==> config.mk <==
export PLATFORM = sky130hd
export DESIGN_NAME = bpa_ctrl
export DESIGN_NICKNAME = d
export VERILOG_FILES = /design/src/rtl/core/bpa_pkg.sv /design/src/rtl/core/bpa_ctrl.sv
export SDC_FILE = /design/constraint.sdc
export NUM_CORES = 1
export LEC_CHECK = 0
export BUFFER_PORTS_ARGS = -buffer_cell sky130_fd_sc_hd__buf_2
export CAP_MARGIN = 30
export CORE_ASPECT_RATIO = 0.8
export CORE_UTILIZATION = 58
export CTS_BUF_LIST = sky130_fd_sc_hd__clkbuf_4
export CTS_CLUSTER_DIAMETER = 40
export DETAILED_ROUTE_END_ITERATION = 16
export PLACE_DENSITY_LB_ADDON = 0.12
export SLEW_MARGIN = 20
export SYNTH_ARGS = -nofsm -noshare
export SYNTH_HDL_FRONTEND = slang
export SYNTH_SLANG_ARGS = --single-unit
==> constraint.sdc <==
create_clock -name clk -period 6.15 [get_ports clk]
set_clock_uncertainty 0.1 [all_clocks]
set_input_delay 1.23 -clock clk [delete_from_list [all_inputs] [get_ports clk]]
set_output_delay 1.23 -clock clk [all_outputs]
set_load 0.005 [all_outputs]
==> src/rtl/core/bpa_pkg.sv <==
package bpa_pkg;

  localparam int PAGE_COUNT  = 4096;
  localparam int ORDER_COUNT = 11;
  localparam int PAGE_W      = $clog2(PAGE_COUNT);
  localparam int LINK_W      = PAGE_W + 1;
  localparam int ORD_W       = $clog2(ORDER_COUNT);
  localparam int CNT_W       = PAGE_W + 1;
  localparam int FILL_W      = CNT_W + 7;

  localparam logic [LINK_W-1:0] NO_PAGE  = LINK_W'(PAGE_COUNT);
  localparam logic [6:0]        FILL_NUM = 7'd99;
  localparam logic [6:0]        FILL_DEN = 7'd100;

  typedef enum logic [1:0] {
    FN_ALLOC = 2'd0,
    FN_FREE  = 2'd1,
    FN_SEED  = 2'd2,
    FN_NONE  = 2'd3
  } func_t;

  typedef enum logic [2:0] {
    ST_OK        = 3'd0,
    ST_ZERO      = 3'd1,
    ST_TOO_LARGE = 3'd2,
    ST_NO_ROOM   = 3'd3,
    ST_RANGE     = 3'd4,
    ST_NOT_ALLOC = 3'd5
  } status_t;

  typedef struct packed {
    logic [1:0]  func;
    logic [15:0] request_pages;
    logic [11:0] page_number;
  } bpa_in_t;

  typedef struct packed {
    logic [2:0]  status;
    logic [11:0] block_page;
    logic [3:0]  block_order;
  } bpa_out_t;

  typedef struct packed {
    logic             taken;
    logic [ORD_W-1:0] order;
  } info_t;

  typedef struct packed {
    logic [LINK_W-1:0] next;
    logic [LINK_W-1:0] prev;
  } link_t;

  typedef struct packed {
    logic              re;
    logic              we;
    logic [PAGE_W-1:0] addr;
    info_t             wdata;
  } info_req_t;

  typedef struct packed {
    logic              re;
    logic              we;
    logic [PAGE_W-1:0] addr;
    link_t             wdata;
  } link_req_t;

  typedef enum logic [4:0] {
    S_CLEAR,
    S_IDLE,
    S_DONE,
    A_CHECK,
    A_SPLIT,
    A_SPLIT2,
    A_QORD_RD,
    A_QORD_WR,
    A_BORD_RD,
    A_BORD_WR,
    A_TAKE_RD,
    A_TAKE_WR,
    F_CHK,
    F_TK_RD,
    F_TK_WR,
    F_LOOP,
    F_LCHK,
    F_UQ,
    F_MRG,
    F_MWR,
    P_A,
    P_B,
    P_C,
    U_A,
    U_B,
    U_C,
    U_D,
    U_E,
    U_F
  } state_t;

endpackage

==> src/rtl/core/bpa_ctrl.sv <==
module bpa_ctrl (
  input  logic               clk,
  input  logic               rst,
  input  logic               in_valid,
  output logic               in_ready,
  input  bpa_pkg::bpa_in_t   in_data,
  output logic               res_valid,
  input  logic               res_ready,
  output bpa_pkg::bpa_out_t  res_data,
  output bpa_pkg::info_req_t info_req,
  input  bpa_pkg::info_t     info_rd,
  output bpa_pkg::link_req_t link_req,
  input  bpa_pkg::link_t     link_rd
);
  import bpa_pkg::*;

  localparam logic [ORD_W-1:0] TOP_ORD = ORD_W'(ORDER_COUNT - 1);

  state_t              state, state_next, ret;
  logic [PAGE_W-1:0]   clr_cnt;
  logic [LINK_W-1:0]   list_first [ORDER_COUNT];
  logic [CNT_W-1:0]    used_pages, total_pages;
  logic [ORD_W-1:0]    want, ord, sub_ord;
  logic [PAGE_W-1:0]   cur_p, cur_q, sub_p;
  logic [LINK_W-1:0]   sub_n, sub_pr;
  logic                is_seed;
  bpa_out_t            res;

  logic [4:0]          want_c;
  logic [15:0]         req_m1;
  logic                bad_req;
  logic                found;
  logic [ORD_W-1:0]    found_ord;
  logic                fill_hit;
  logic [PAGE_W-1:0]   ord_bit, ord_bit_dn, q_c, p_mrg;
  logic [ORD_W-1:0]    ord0;
  logic [CNT_W-1:0]    free_sz;
  logic [CNT_W:0]      used_sum;
  logic                merge_stop;

  // ceiling log2 of the request
  always_comb begin
    req_m1 = in_data.request_pages - 16'd1;
    want_c = '0;
    for (int i = 0; i < 16; i++) begin
      if (req_m1[i]) want_c = 5'(i + 1);
    end
    bad_req = (in_data.request_pages == 16'd0) || (want_c >= 5'(ORDER_COUNT));
  end

  always_comb begin
    found     = 1'b0;
    found_ord = '0;
    for (int i = ORDER_COUNT - 1; i >= 0; i--) begin
      if (ORD_W'(i) >= want && list_first[i] != NO_PAGE) begin
        found     = 1'b1;
        found_ord = ORD_W'(i);
      end
    end
    fill_hit = (FILL_W'(used_pages) * FILL_W'(FILL_DEN)) >=
               (FILL_W'(total_pages) * FILL_W'(FILL_NUM));
  end

  always_comb begin
    ord_bit    = PAGE_W'(1) << ord;
    ord_bit_dn = PAGE_W'(1) << (ord - ORD_W'(1));
    q_c        = cur_p ^ ord_bit;
    p_mrg      = cur_p & ~ord_bit;
    ord0       = (info_rd.order >= ORD_W'(ORDER_COUNT)) ? '0 : info_rd.order;
    free_sz    = CNT_W'(1) << ord0;
    used_sum   = {1'b0, used_pages} + ((CNT_W + 1)'(1) << want);
    merge_stop = info_rd.taken || (info_rd.order != ord);
  end

  always_comb begin
    state_next = state;
    unique case (state)
      S_CLEAR:   if (clr_cnt == '1) state_next = S_IDLE;
      S_IDLE: begin
        if (in_valid) begin
          unique case (func_t'(in_data.func))
            FN_ALLOC:        state_next = bad_req ? S_DONE : A_CHECK;
            FN_FREE, FN_SEED: state_next = F_CHK;
            FN_NONE:         state_next = S_DONE;
          endcase
        end
      end
      S_DONE:    if (res_ready) state_next = S_IDLE;
      A_CHECK:   state_next = (!found || fill_hit) ? S_DONE : A_SPLIT;
      A_SPLIT:   state_next = U_A;
      A_SPLIT2:  state_next = P_A;
      A_QORD_RD: state_next = A_QORD_WR;
      A_QORD_WR: state_next = P_A;
      A_BORD_RD: state_next = A_BORD_WR;
      A_BORD_WR: state_next = A_SPLIT;
      A_TAKE_RD: state_next = A_TAKE_WR;
      A_TAKE_WR: state_next = S_DONE;
      F_CHK:     state_next = info_rd.taken ? P_A : S_DONE;
      F_TK_RD:   state_next = F_TK_WR;
      F_TK_WR:   state_next = F_LOOP;
      F_LOOP:    state_next = (ord >= TOP_ORD) ? S_DONE : F_LCHK;
      F_LCHK:    state_next = merge_stop ? S_DONE : U_A;
      F_UQ:      state_next = U_A;
      F_MRG:     state_next = F_MWR;
      F_MWR:     state_next = P_A;
      P_A:       state_next = (list_first[sub_ord] != NO_PAGE) ? P_B : ret;
      P_B:       state_next = P_C;
      P_C:       state_next = ret;
      U_A:       state_next = U_B;
      U_B:       state_next = (link_rd.next < NO_PAGE) ? U_C : U_D;
      U_C:       state_next = U_D;
      U_D:       state_next = (sub_pr < NO_PAGE) ? U_E : U_F;
      U_E:       state_next = U_F;
      U_F:       state_next = ret;
      default:   state_next = S_IDLE;
    endcase
  end

  always_comb begin
    info_req = '0;
    link_req = '0;
    unique case (state)
      S_CLEAR: begin
        info_req.we    = 1'b1;
        info_req.addr  = clr_cnt;
        info_req.wdata = '{taken: 1'b1, order: '0};
      end
      S_IDLE: begin
        info_req.re   = in_valid && (in_data.func == FN_FREE || in_data.func == FN_SEED);
        info_req.addr = in_data.page_number;
      end
      A_QORD_RD: begin
        info_req.re   = 1'b1;
        info_req.addr = cur_q;
      end
      A_QORD_WR: begin
        info_req.we    = 1'b1;
        info_req.addr  = cur_q;
        info_req.wdata = '{taken: info_rd.taken, order: ord};
      end
      A_BORD_RD, A_TAKE_RD, F_TK_RD: begin
        info_req.re   = 1'b1;
        info_req.addr = cur_p;
      end
      A_BORD_WR, F_MWR: begin
        info_req.we    = 1'b1;
        info_req.addr  = cur_p;
        info_req.wdata = '{taken: info_rd.taken, order: ord};
      end
      A_TAKE_WR: begin
        info_req.we    = 1'b1;
        info_req.addr  = cur_p;
        info_req.wdata = '{taken: 1'b1, order: info_rd.order};
      end
      F_TK_WR: begin
        info_req.we    = 1'b1;
        info_req.addr  = cur_p;
        info_req.wdata = '{taken: 1'b0, order: info_rd.order};
      end
      F_LOOP: begin
        info_req.re   = ord < TOP_ORD;
        info_req.addr = q_c;
      end
      F_MRG: begin
        info_req.re   = 1'b1;
        info_req.addr = p_mrg;
      end
      P_A: begin
        link_req.we    = 1'b1;
        link_req.addr  = sub_p;
        link_req.wdata = '{next: list_first[sub_ord], prev: NO_PAGE};
      end
      P_B: begin
        link_req.re   = 1'b1;
        link_req.addr = sub_n[PAGE_W-1:0];
      end
      P_C: begin
        link_req.we    = 1'b1;
        link_req.addr  = sub_n[PAGE_W-1:0];
        link_req.wdata = '{next: link_rd.next, prev: {1'b0, sub_p}};
      end
      U_A: begin
        link_req.re   = 1'b1;
        link_req.addr = sub_p;
      end
      U_B: begin
        link_req.re   = link_rd.next < NO_PAGE;
        link_req.addr = link_rd.next[PAGE_W-1:0];
      end
      U_C: begin
        link_req.we    = 1'b1;
        link_req.addr  = sub_n[PAGE_W-1:0];
        link_req.wdata = '{next: link_rd.next, prev: sub_pr};
      end
      U_D: begin
        link_req.re   = sub_pr < NO_PAGE;
        link_req.addr = sub_pr[PAGE_W-1:0];
      end
      U_E: begin
        link_req.we    = 1'b1;
        link_req.addr  = sub_pr[PAGE_W-1:0];
        link_req.wdata = '{next: sub_n, prev: link_rd.prev};
      end
      U_F: begin
        link_req.we    = 1'b1;
        link_req.addr  = sub_p;
        link_req.wdata = '{next: {1'b0, sub_p}, prev: {1'b0, sub_p}};
      end
      default: begin
        info_req = '0;
      end
    endcase
  end

  assign in_ready  = (state == S_IDLE);
  assign res_valid = (state == S_DONE);
  assign res_data  = res;

  always_ff @(posedge clk) begin
    if (rst) begin
      state       <= S_CLEAR;
      clr_cnt     <= '0;
      used_pages  <= '0;
      total_pages <= '0;
      for (int i = 0; i < ORDER_COUNT; i++) list_first[i] <= NO_PAGE;
    end else begin
      state <= state_next;
      unique case (state)
        S_CLEAR: clr_cnt <= clr_cnt + PAGE_W'(1);
        S_IDLE: begin
          res     <= '0;
          cur_p   <= in_data.page_number;
          is_seed <= (in_data.func == FN_SEED);
          want    <= want_c[ORD_W-1:0];
          if (in_data.func == FN_ALLOC) begin
            if (in_data.request_pages == 16'd0) begin
              res.status <= ST_ZERO;
            end else if (want_c >= 5'(ORDER_COUNT)) begin
              res.status <= ST_TOO_LARGE;
            end
          end
        end
        A_CHECK: begin
          ord <= found_ord;
          if (!found || fill_hit) res.status <= ST_NO_ROOM;
        end
        A_SPLIT: begin
          cur_p   <= list_first[ord][PAGE_W-1:0];
          sub_ord <= ord;
          sub_p   <= list_first[ord][PAGE_W-1:0];
          ret     <= (ord > want) ? A_SPLIT2 : A_TAKE_RD;
        end
        A_SPLIT2: begin
          ord     <= ord - ORD_W'(1);
          cur_q   <= cur_p ^ ord_bit_dn;
          sub_ord <= ord - ORD_W'(1);
          sub_p   <= cur_p ^ ord_bit_dn;
          ret     <= A_QORD_RD;
        end
        A_QORD_WR: begin
          sub_ord <= ord;
          sub_p   <= cur_p;
          ret     <= A_BORD_RD;
        end
        A_TAKE_WR: begin
          used_pages <= (used_sum > (CNT_W + 1)'(PAGE_COUNT)) ?
                        CNT_W'(PAGE_COUNT) : used_sum[CNT_W-1:0];
          res.status      <= ST_OK;
          res.block_page  <= cur_p;
          res.block_order <= want;
        end
        F_CHK: begin
          if (!info_rd.taken) begin
            res.status <= ST_NOT_ALLOC;
          end else begin
            ord     <= ord0;
            sub_ord <= ord0;
            sub_p   <= cur_p;
            ret     <= F_TK_RD;
            if (!is_seed) begin
              used_pages <= (used_pages > free_sz) ? used_pages - free_sz : '0;
            end else if (total_pages < CNT_W'(PAGE_COUNT)) begin
              total_pages <= total_pages + CNT_W'(1);
            end
          end
        end
        F_LOOP: begin
          cur_q           <= q_c;
          res.block_page  <= cur_p;
          res.block_order <= ord;
        end
        F_LCHK: begin
          sub_ord <= ord;
          sub_p   <= cur_p;
          ret     <= F_UQ;
        end
        F_UQ: begin
          sub_ord <= ord;
          sub_p   <= cur_q;
          ret     <= F_MRG;
        end
        F_MRG: begin
          cur_p <= p_mrg;
          ord   <= ord + ORD_W'(1);
        end
        F_MWR: begin
          sub_ord <= ord;
          sub_p   <= cur_p;
          ret     <= F_LOOP;
        end
        P_A: begin
          sub_n               <= list_first[sub_ord];
          list_first[sub_ord] <= {1'b0, sub_p};
        end
        U_B: begin
          sub_n  <= link_rd.next;
          sub_pr <= link_rd.prev;
        end
        U_D: begin
          if (sub_pr >= NO_PAGE) list_first[sub_ord] <= sub_n;
        end
        default: begin
        end
      endcase
    end
  end

endmodule

==> impl_metrics.tcl, run 1 <==
set metrics [dict create \
    status "finished, final reports clean" \
    fmax_mhz 167.7 \
    first_pass_iters 8 \
    hold_violations 0 \
    row_count 67 \
    path_clk_slew_ns 0.07 \
    layout_worst_path_cycle_share_pct 96.98 \
    cp_slowest_cell "or4_4" \
    cp-end-kind "register" \
    gp_congestion 1.018 \
    die_h_um 188.0 \
    grt_max_degree 49 \
    cts_tree "built" \
    wirelength_um 84560 \
    root_buffer "clkbuf_4" \
    core_region_area_mm2 0.04225 \
    pre_cts_slack_ns -0.1449 \
    grt_pass1_wl_um 125500 \
    netlist_area_mm2 0.02508 \
    stdcell_count 3288 \
    crit_required_ns 6.81 \
    clock_sinks 358 \
    drtAntennaViolNets 0 \
    cts_made_buffers 94 \
    synth_seq_area_share_pct 40.31 \
    dp_cells 3101 \
    ys.flop_type "edfxtp_1" \
    gr-usage-all-layers_pct 38.21 \
    synth_warnings 0 \
    via_per_inst 6.711 \
    slowest_delay_ns 0.58 \
    synthDistinctLibCells 85 \
    slew_viol_final 0 \
    power.leakage_nw 11.63 \
    ir_drop_uv 154.3 \
    report.final.setup_viol 0 \
    cts_hold_buf 0 \
    wl_met3_um 12640 \
    synthArstFlopShare_pct 0 \
    power.density_mw_per_mm2 182.5 \
    drive_above_1_share_pct 20.17 \
    initial_core_util_pct 59.36 \
    wl_per_cell_um 25.72 \
    nFillCells 3401 \
    die_w_um 234.5 \
    highest_layer "met4" \
    ios 145 \
    dpl.hpwl_um 63310 \
    cp-start-kind "register" \
    grt.overflow.total 0 \
    tightest_slew_ns 1.207 \
    netlist_instances 2469 \
    area_delta_synth_final_pct 11.90 \
    fin_ws_ns 0.1858 \
    final_cell_mix "nor2_1 (333), edfxtp_1 (294), nand2_1 (220)" \
    wl_met1_um 34280 \
    seqCellArea_mm2 0.01012 \
    die_area_mm2 0.04408 \
    synth_edf_count 294 \
    vias 22065 \
    critical_path_peak_fanout 3 \
    drc 0 \
    min_path_type "register to register" \
    finalNetCount 2918 \
    layout_commonest_cell "nor2_1" \
    worst-setup-path-type "register to register" \
    multiInputGateArea_mm2 0.01400 \
    avgSynthCellArea_um2 10.16 \
    maxCapViolCount 0 \
    clk_latency_ns 0.89 \
    drt-initial-drc-count 3425 \
    crit_arrival_ns 6.62 \
    slew_headroom_pct 19.54 \
    cts.path.max_buffers 3 \
    synth_seq_cells 358 \
    grt_pass1_vias 20534 \
    antenna_found_initial 2 \
    numPortBuffers 144 \
    routed-wl-met2_um 34550 \
    htree_levels 3 \
    period_minus_slack_ns 5.964 \
]
[final timing paths]
path / startpoint / end / slack (ns) / cells after the start
worst max register to register: total_pages[3] / state[2] / 0.19 / 28
worst min register to register: total_pages[1] / total_pages[1] / 0.43 / 2
worst max-delay path: total_pages[3] / state[2] / 0.19 / 28
worst min-delay path: total_pages[1] / total_pages[1] / 0.43 / 2
[flip-flops by register name, indices dropped and copies added (netlist names), 12 cells and up, named ones only]
name         count
list_first     208
res_data        19
sub_n           13
sub_pr          13
total_pages     13
used_pages      13
clr_cnt         12
cur_p           12
cur_q           12
sub_p           12
[final cells by class]
type | count | share of cell area (%)
Antenna cell | 4 | 0.03567
Clock buffer | 141 | 3.772
Clock inverter | 34 | 0.7624
Inverter | 157 | 2.149
Multi-Input combinational cell | 1819 | 49.88
Sequential cell | 358 | 36.08
Tap cell | 552 | 2.461
Timing Repair Buffer | 223 | 4.869
[metrics by stage]
stage / utilization, % / area (um^2) / hold slack, ns / setup TNS [ns] / power, W
2_1_floorplan: - / 25080 / 0.3706 / 0 / 0.002824
3_3_place_gp: 62.72 / 26500 / 0.4074 / -0.01426 / 0.002920
3_5_place_dp: 62.91 / 26580 / 0.4120 / -0.5649 / 0.002926
4_1_cts: 65.98 / 27880 / 0.4032 / 0 / 0.005136
5_1_grt: 66.42 / 28060 / 0.4187 / -0.1290 / 0.005273
6_report: 66.42 / 28060 / 0.4276 / 0 / 0.005122
[critical path, delay by kind of cell (launching register included)]
family	cells	cell delay (ns)
AOI/OAI and AO/OA	10	1.79
xor gates and xnor gates	1	0.06
adders and majority gates	6	2.01
buffers and inverters	6	0.52
DFF	1	0.34
and+or+nand+nor	5	1.05
[layer usage]
metal  global-route usage [%]  up-vias
li1                         -     9656
met1                    55.56    10673
met2                    51.84     1534
met3                    14.49      202
met4                    12.88        0
met5                        0        -
[report_power, final]
group          internal [W]  total (W)  leakage, nW  switching [W]
Clock               0.00114    0.00224        0.752        0.00109
Sequential          0.00263    0.00266         3.45      0.0000327
Combinational     0.0000838   0.000222         7.43       0.000138
Total               0.00386    0.00512         11.6        0.00126
[synthesized netlist by cell type, types with 10 or more instances]
cell | n | share of area [%]
a21o_1 | 33 | 0.99
nand2_1 | 221 | 3.3
o21a_1 | 16 | 0.48
inv_1 | 155 | 2.3
a21oi_1 | 99 | 2.0
nor4b_1 | 12 | 0.42
mux2i_1 | 45 | 1.8
o22ai_1 | 11 | 0.27
xor2_1 | 43 | 1.5
a31oi_1 | 10 | 0.25
a222oi_1 | 34 | 1.4
a22oi_1 | 59 | 1.8
fa_1 | 24 | 1.9
nor3_1 | 53 | 1.1
nor2b_1 | 19 | 0.47
o21ai_0 | 91 | 1.8
xnor2_1 | 53 | 1.9
dfxtp_1 | 64 | 5.1
edfxtp_1 | 294 | 35
and3_1 | 13 | 0.32
buf_1 | 15 | 0.22
nand3_1 | 59 | 1.2
a221oi_1 | 26 | 0.91
nor2_1 | 335 | 5.0
nor4_1 | 19 | 0.47
o211ai_1 | 11 | 0.33
clkbuf_1 | 110 | 1.6
mux4_2 | 103 | 9.3
ha_1 | 176 | 8.8
nand2b_1 | 36 | 0.90
a211oi_1 | 26 | 0.78
nand4_1 | 25 | 0.62
and2_1 | 19 | 0.47
or3_1 | 14 | 0.35
[timing repair]
| item | in CTS | in global routing |
|---|---|---|
| hold endpoints to repair | 0 | 0 |
| cloned | 0 | 0 |
| resized for setup | 4 | 26 |
| buffers inserted | 1 | 4 |
| pin swaps | 0 | 23 |
| endpoints found under the setup margin | 5 | 5 |
[logic make-up after synthesis]
family / synth area share, %
AO/OA/AOI/OAI: 14.12
other: 0.01495
XOR/XNOR: 3.353
AND/OR/NAND/NOR: 15.64
flip-flops: 40.31
multiplexers: 11.36
buffers and inverters: 4.505
adder cells (fa/ha/maj): 10.70
Note: power is estimated with default switching activity, not from simulation.
==> inputs of run 2 (changes only) <==
--- a/config.mk
+++ b/config.mk
@@ -5,6 +5,7 @@
 export SDC_FILE = /design/constraint.sdc
 export NUM_CORES = 1
 export LEC_CHECK = 0
+export ABC_AREA = 1
 export BUFFER_PORTS_ARGS = -buffer_cell sky130_fd_sc_hd__buf_2
 export CAP_MARGIN = 30
 export CORE_ASPECT_RATIO = 0.8
==> constraint.sdc (replaced) <==
create_clock -name clk -period 6.15 [get_ports clk]
set_clock_uncertainty 0.1 [all_clocks]
set_input_delay 1.23 -clock clk [delete_from_list [all_inputs] [get_ports clk]]
set_output_delay 1.23 -clock clk [all_outputs]
set_load 0.02 [all_outputs]
==> run 2 against run 1 <==
Compared with the run above: first-iteration DRC count decreased by 8.4%; non-clock buffer count decreased by 30; critical path depth increased by 1; final cell count increased by 25%; die area increased by 3.3%; largest power group unchanged; count of clock-buffer cells in the layout decreased by 12; synthesized cell count increased by 34%; critical endpoint is now res_data[18]; flip-flop and latch count unchanged; core utilization decreased by 1.3 points; hold slack got worse by 0.037 ns.
==> impl_metrics.tcl, run 2 <==
set metrics [dict create \
    power.density_mw_per_mm2 174.6 \
    layout_commonest_cell "nand2_1" \
    gr-usage-all-layers_pct 38.31 \
    synthDistinctLibCells 61 \
    cp_slowest_cell "fa_1" \
    avgSynthCellArea_um2 7.838 \
    vias 25290 \
    synthArstFlopShare_pct 0 \
    cp-end-kind "register" \
    synth_area_leaders "edfxtp_1 (34%), ha_1 (8.5%), nand2_1 (8.2%), inv_1 (6.6%), a21oi_1 (5.5%)" \
    grt_pass1_wl_um 133100 \
    hold_ws_ns 0.3906 \
    drtAntennaViolNets 0 \
    finalSetupTns_ns 0 \
    cts.repair.resized 0 \
    period_minus_slack_ns 5.621 \
    die_h_um 191.0 \
    fin_ws_ns 0.5289 \
    core_region_area_mm2 0.04356 \
    synth_most_common_cell "nand2_1" \
    tightest_slew_ns 1.052 \
    first_pass_iters 6 \
    drive_above_1_share_pct 12.12 \
    slew_headroom_pct 29.81 \
    largest_reg_flops 208 \
    status "finished, final reports clean" \
    synth_top_area_share_pct 34.08 \
    via_per_inst 6.138 \
    crit_top_cell "nand2_1" \
    report.final.setup_viol 0 \
    cts_hold_buf 0 \
    hold_violations 0 \
    cp-start-kind "register" \
    drc 0 \
    clk_latency_ns 0.91 \
    synth_warnings 0 \
    pre_cts_slack_ns 0.5581 \
    grt_max_degree 88 \
    maxCapViolCount 0 \
    numPortBuffers 144 \
    netlist_instances 3305 \
    grt_pass1_vias 23497 \
    synth_commonest_cells "nand2_1 (568), inv_1 (455), nor2_1 (295)" \
    rsz0062_at_grt "false" \
    htree_levels 3 \
    die_w_um 238.3 \
    worst-setup-path-type "register to register" \
    cts.path.max_buffers 3 \
    ys.flop_type "edfxtp_1" \
    post_dp_cell_area_mm2 0.02712 \
    layout_worst_path_cycle_share_pct 91.40 \
    gp_congestion 1.000 \
    critical_path_peak_fanout 5 \
    initial_core_util_pct 59.47 \
    grt.overflow.total 0 \
    synth_seq_area_share_pct 39.03 \
    antenna_found_initial 2 \
    netlist_area_mm2 0.02590 \
    area_delta_synth_final_pct 9.578 \
    ios 145 \
    path_delay_family "adder cells" \
    finalNetCount 3714 \
    clock_sinks 358 \
    crit_required_ns 6.69 \
    cts_tree "built" \
    synth_area_leader_cell "edfxtp_1" \
    nFillCells 3870 \
    wl_per_cell_um 21.41 \
    fmax_mhz 177.9 \
    cts_made_buffers 93 \
    root_buffer "clkbuf_4" \
    power.leakage_nw 12.81 \
    final_cell_mix "nand2_1 (568), inv_1 (454), edfxtp_1 (294)" \
    ir_drop_uv 109.2 \
    wirelength_um 88190 \
    slew_viol_final 0 \
    power.total_w 0.004955 \
    design_area_mm2 0.02839 \
    min_path_type "register to register" \
    die_area_mm2 0.04552 \
    post_cts_buffers 0 \
    path_clk_slew_ns 0.08 \
    dpl.hpwl_um 65400 \
    critPathBufInv 4 \
    synth_edf_count 294 \
    drt-initial-drc-count 3139 \
    slowest_delay_ns 0.48 \
    largest_register "list_first" \
    crit_arrival_ns 6.16 \
    row_count 68 \
    synth_seq_cells 358 \
]
run 2: worst paths after layout:
| kind | slack, ns | startpoint | cells after the start | end |
|---|---|---|---|---|
| hold reg to reg | 0.39 | list_first[10][12] | 2 | list_first[10][12] |
| setup reg to reg | 0.53 | total_pages[2] | 29 | res_data[18] |
| setup / recovery | 0.53 | total_pages[2] | 29 | res_data[18] |
| hold / removal | 0.39 | list_first[10][12] | 2 | list_first[10][12] |
run 2: per-stage QoR:
stage | util, % | instances
after global placement | 62.12 | 3939
after CTS | 64.95 | 4111
final | 65.16 | 4120
after detailed placement | 62.27 | 3943
after global routing | 65.16 | 4120
after floorplan | - | 3306
run 2: power by group:
group          switching, W  leakage [nW]  internal (W)
sequential        0.0000201          3.48       0.00263
combinational      0.000137          8.63     0.0000624
clock               0.00108         0.701       0.00102
total               0.00124          12.8       0.00371
run 2: routing by layer:
metal | up-vias | global-route usage, % | wire (um) | part of all wire [%]
met4 | 0 | 15.88 | 3540 | 4.0
li1 | 11689 | - | - | -
met5 | - | 0 | 0 | 0
met1 | 11717 | 53.12 | 36300 | 41
met2 | 1634 | 56.25 | 37040 | 42
met3 | 250 | 10.69 | 11310 | 13
run 2: cell families (layout without fill, tap and decap cells):
family / Yosys count / count (layout) / synth area share [%]
AND/OR/NAND/NOR: 1251 / 1251 / 21.05
multiplexers: 4 / 4 / 0.1546
AO/OA/AOI/OAI: 792 / 792 / 17.64
flip-flops: 358 / 358 / 39.03
XOR/XNOR: 66 / 66 / 2.231
buffers and inverters: 633 / 849 / 9.525
adder cells (fa/ha/maj): 200 / 200 / 10.36
other: 1 / 5 / 0.01448
run 2: layout make-up:
| type | instances | area (um^2) | area share (%) |
|---|---|---|---|
| Clock inverter | 39 | 201.4 | 0.7097 |
| Clock buffer | 129 | 968.4 | 3.412 |
| Tap cell | 595 | 744.5 | 2.623 |
| Multi-Input combinational cell | 2315 | 13350 | 47.02 |
| Inverter | 488 | 1834 | 6.462 |
| Antenna cell | 3 | 7.507 | 0.02645 |
| Timing Repair Buffer | 193 | 1162 | 4.095 |
| Sequential cell | 358 | 10120 | 35.65 |
run 2: worst reg2reg max path: cells and delay by family (launching register included):
family / cells / cell delay [ns]
AO/OA/AOI/OAI: 3 / 0.95
buffers and inverters: 4 / 0.25
AND/OR/NAND/NOR: 15 / 1.46
XOR/XNOR: 1 / 0.15
adder cells (fa/ha/maj): 6 / 2.18
flip-flops: 1 / 0.34
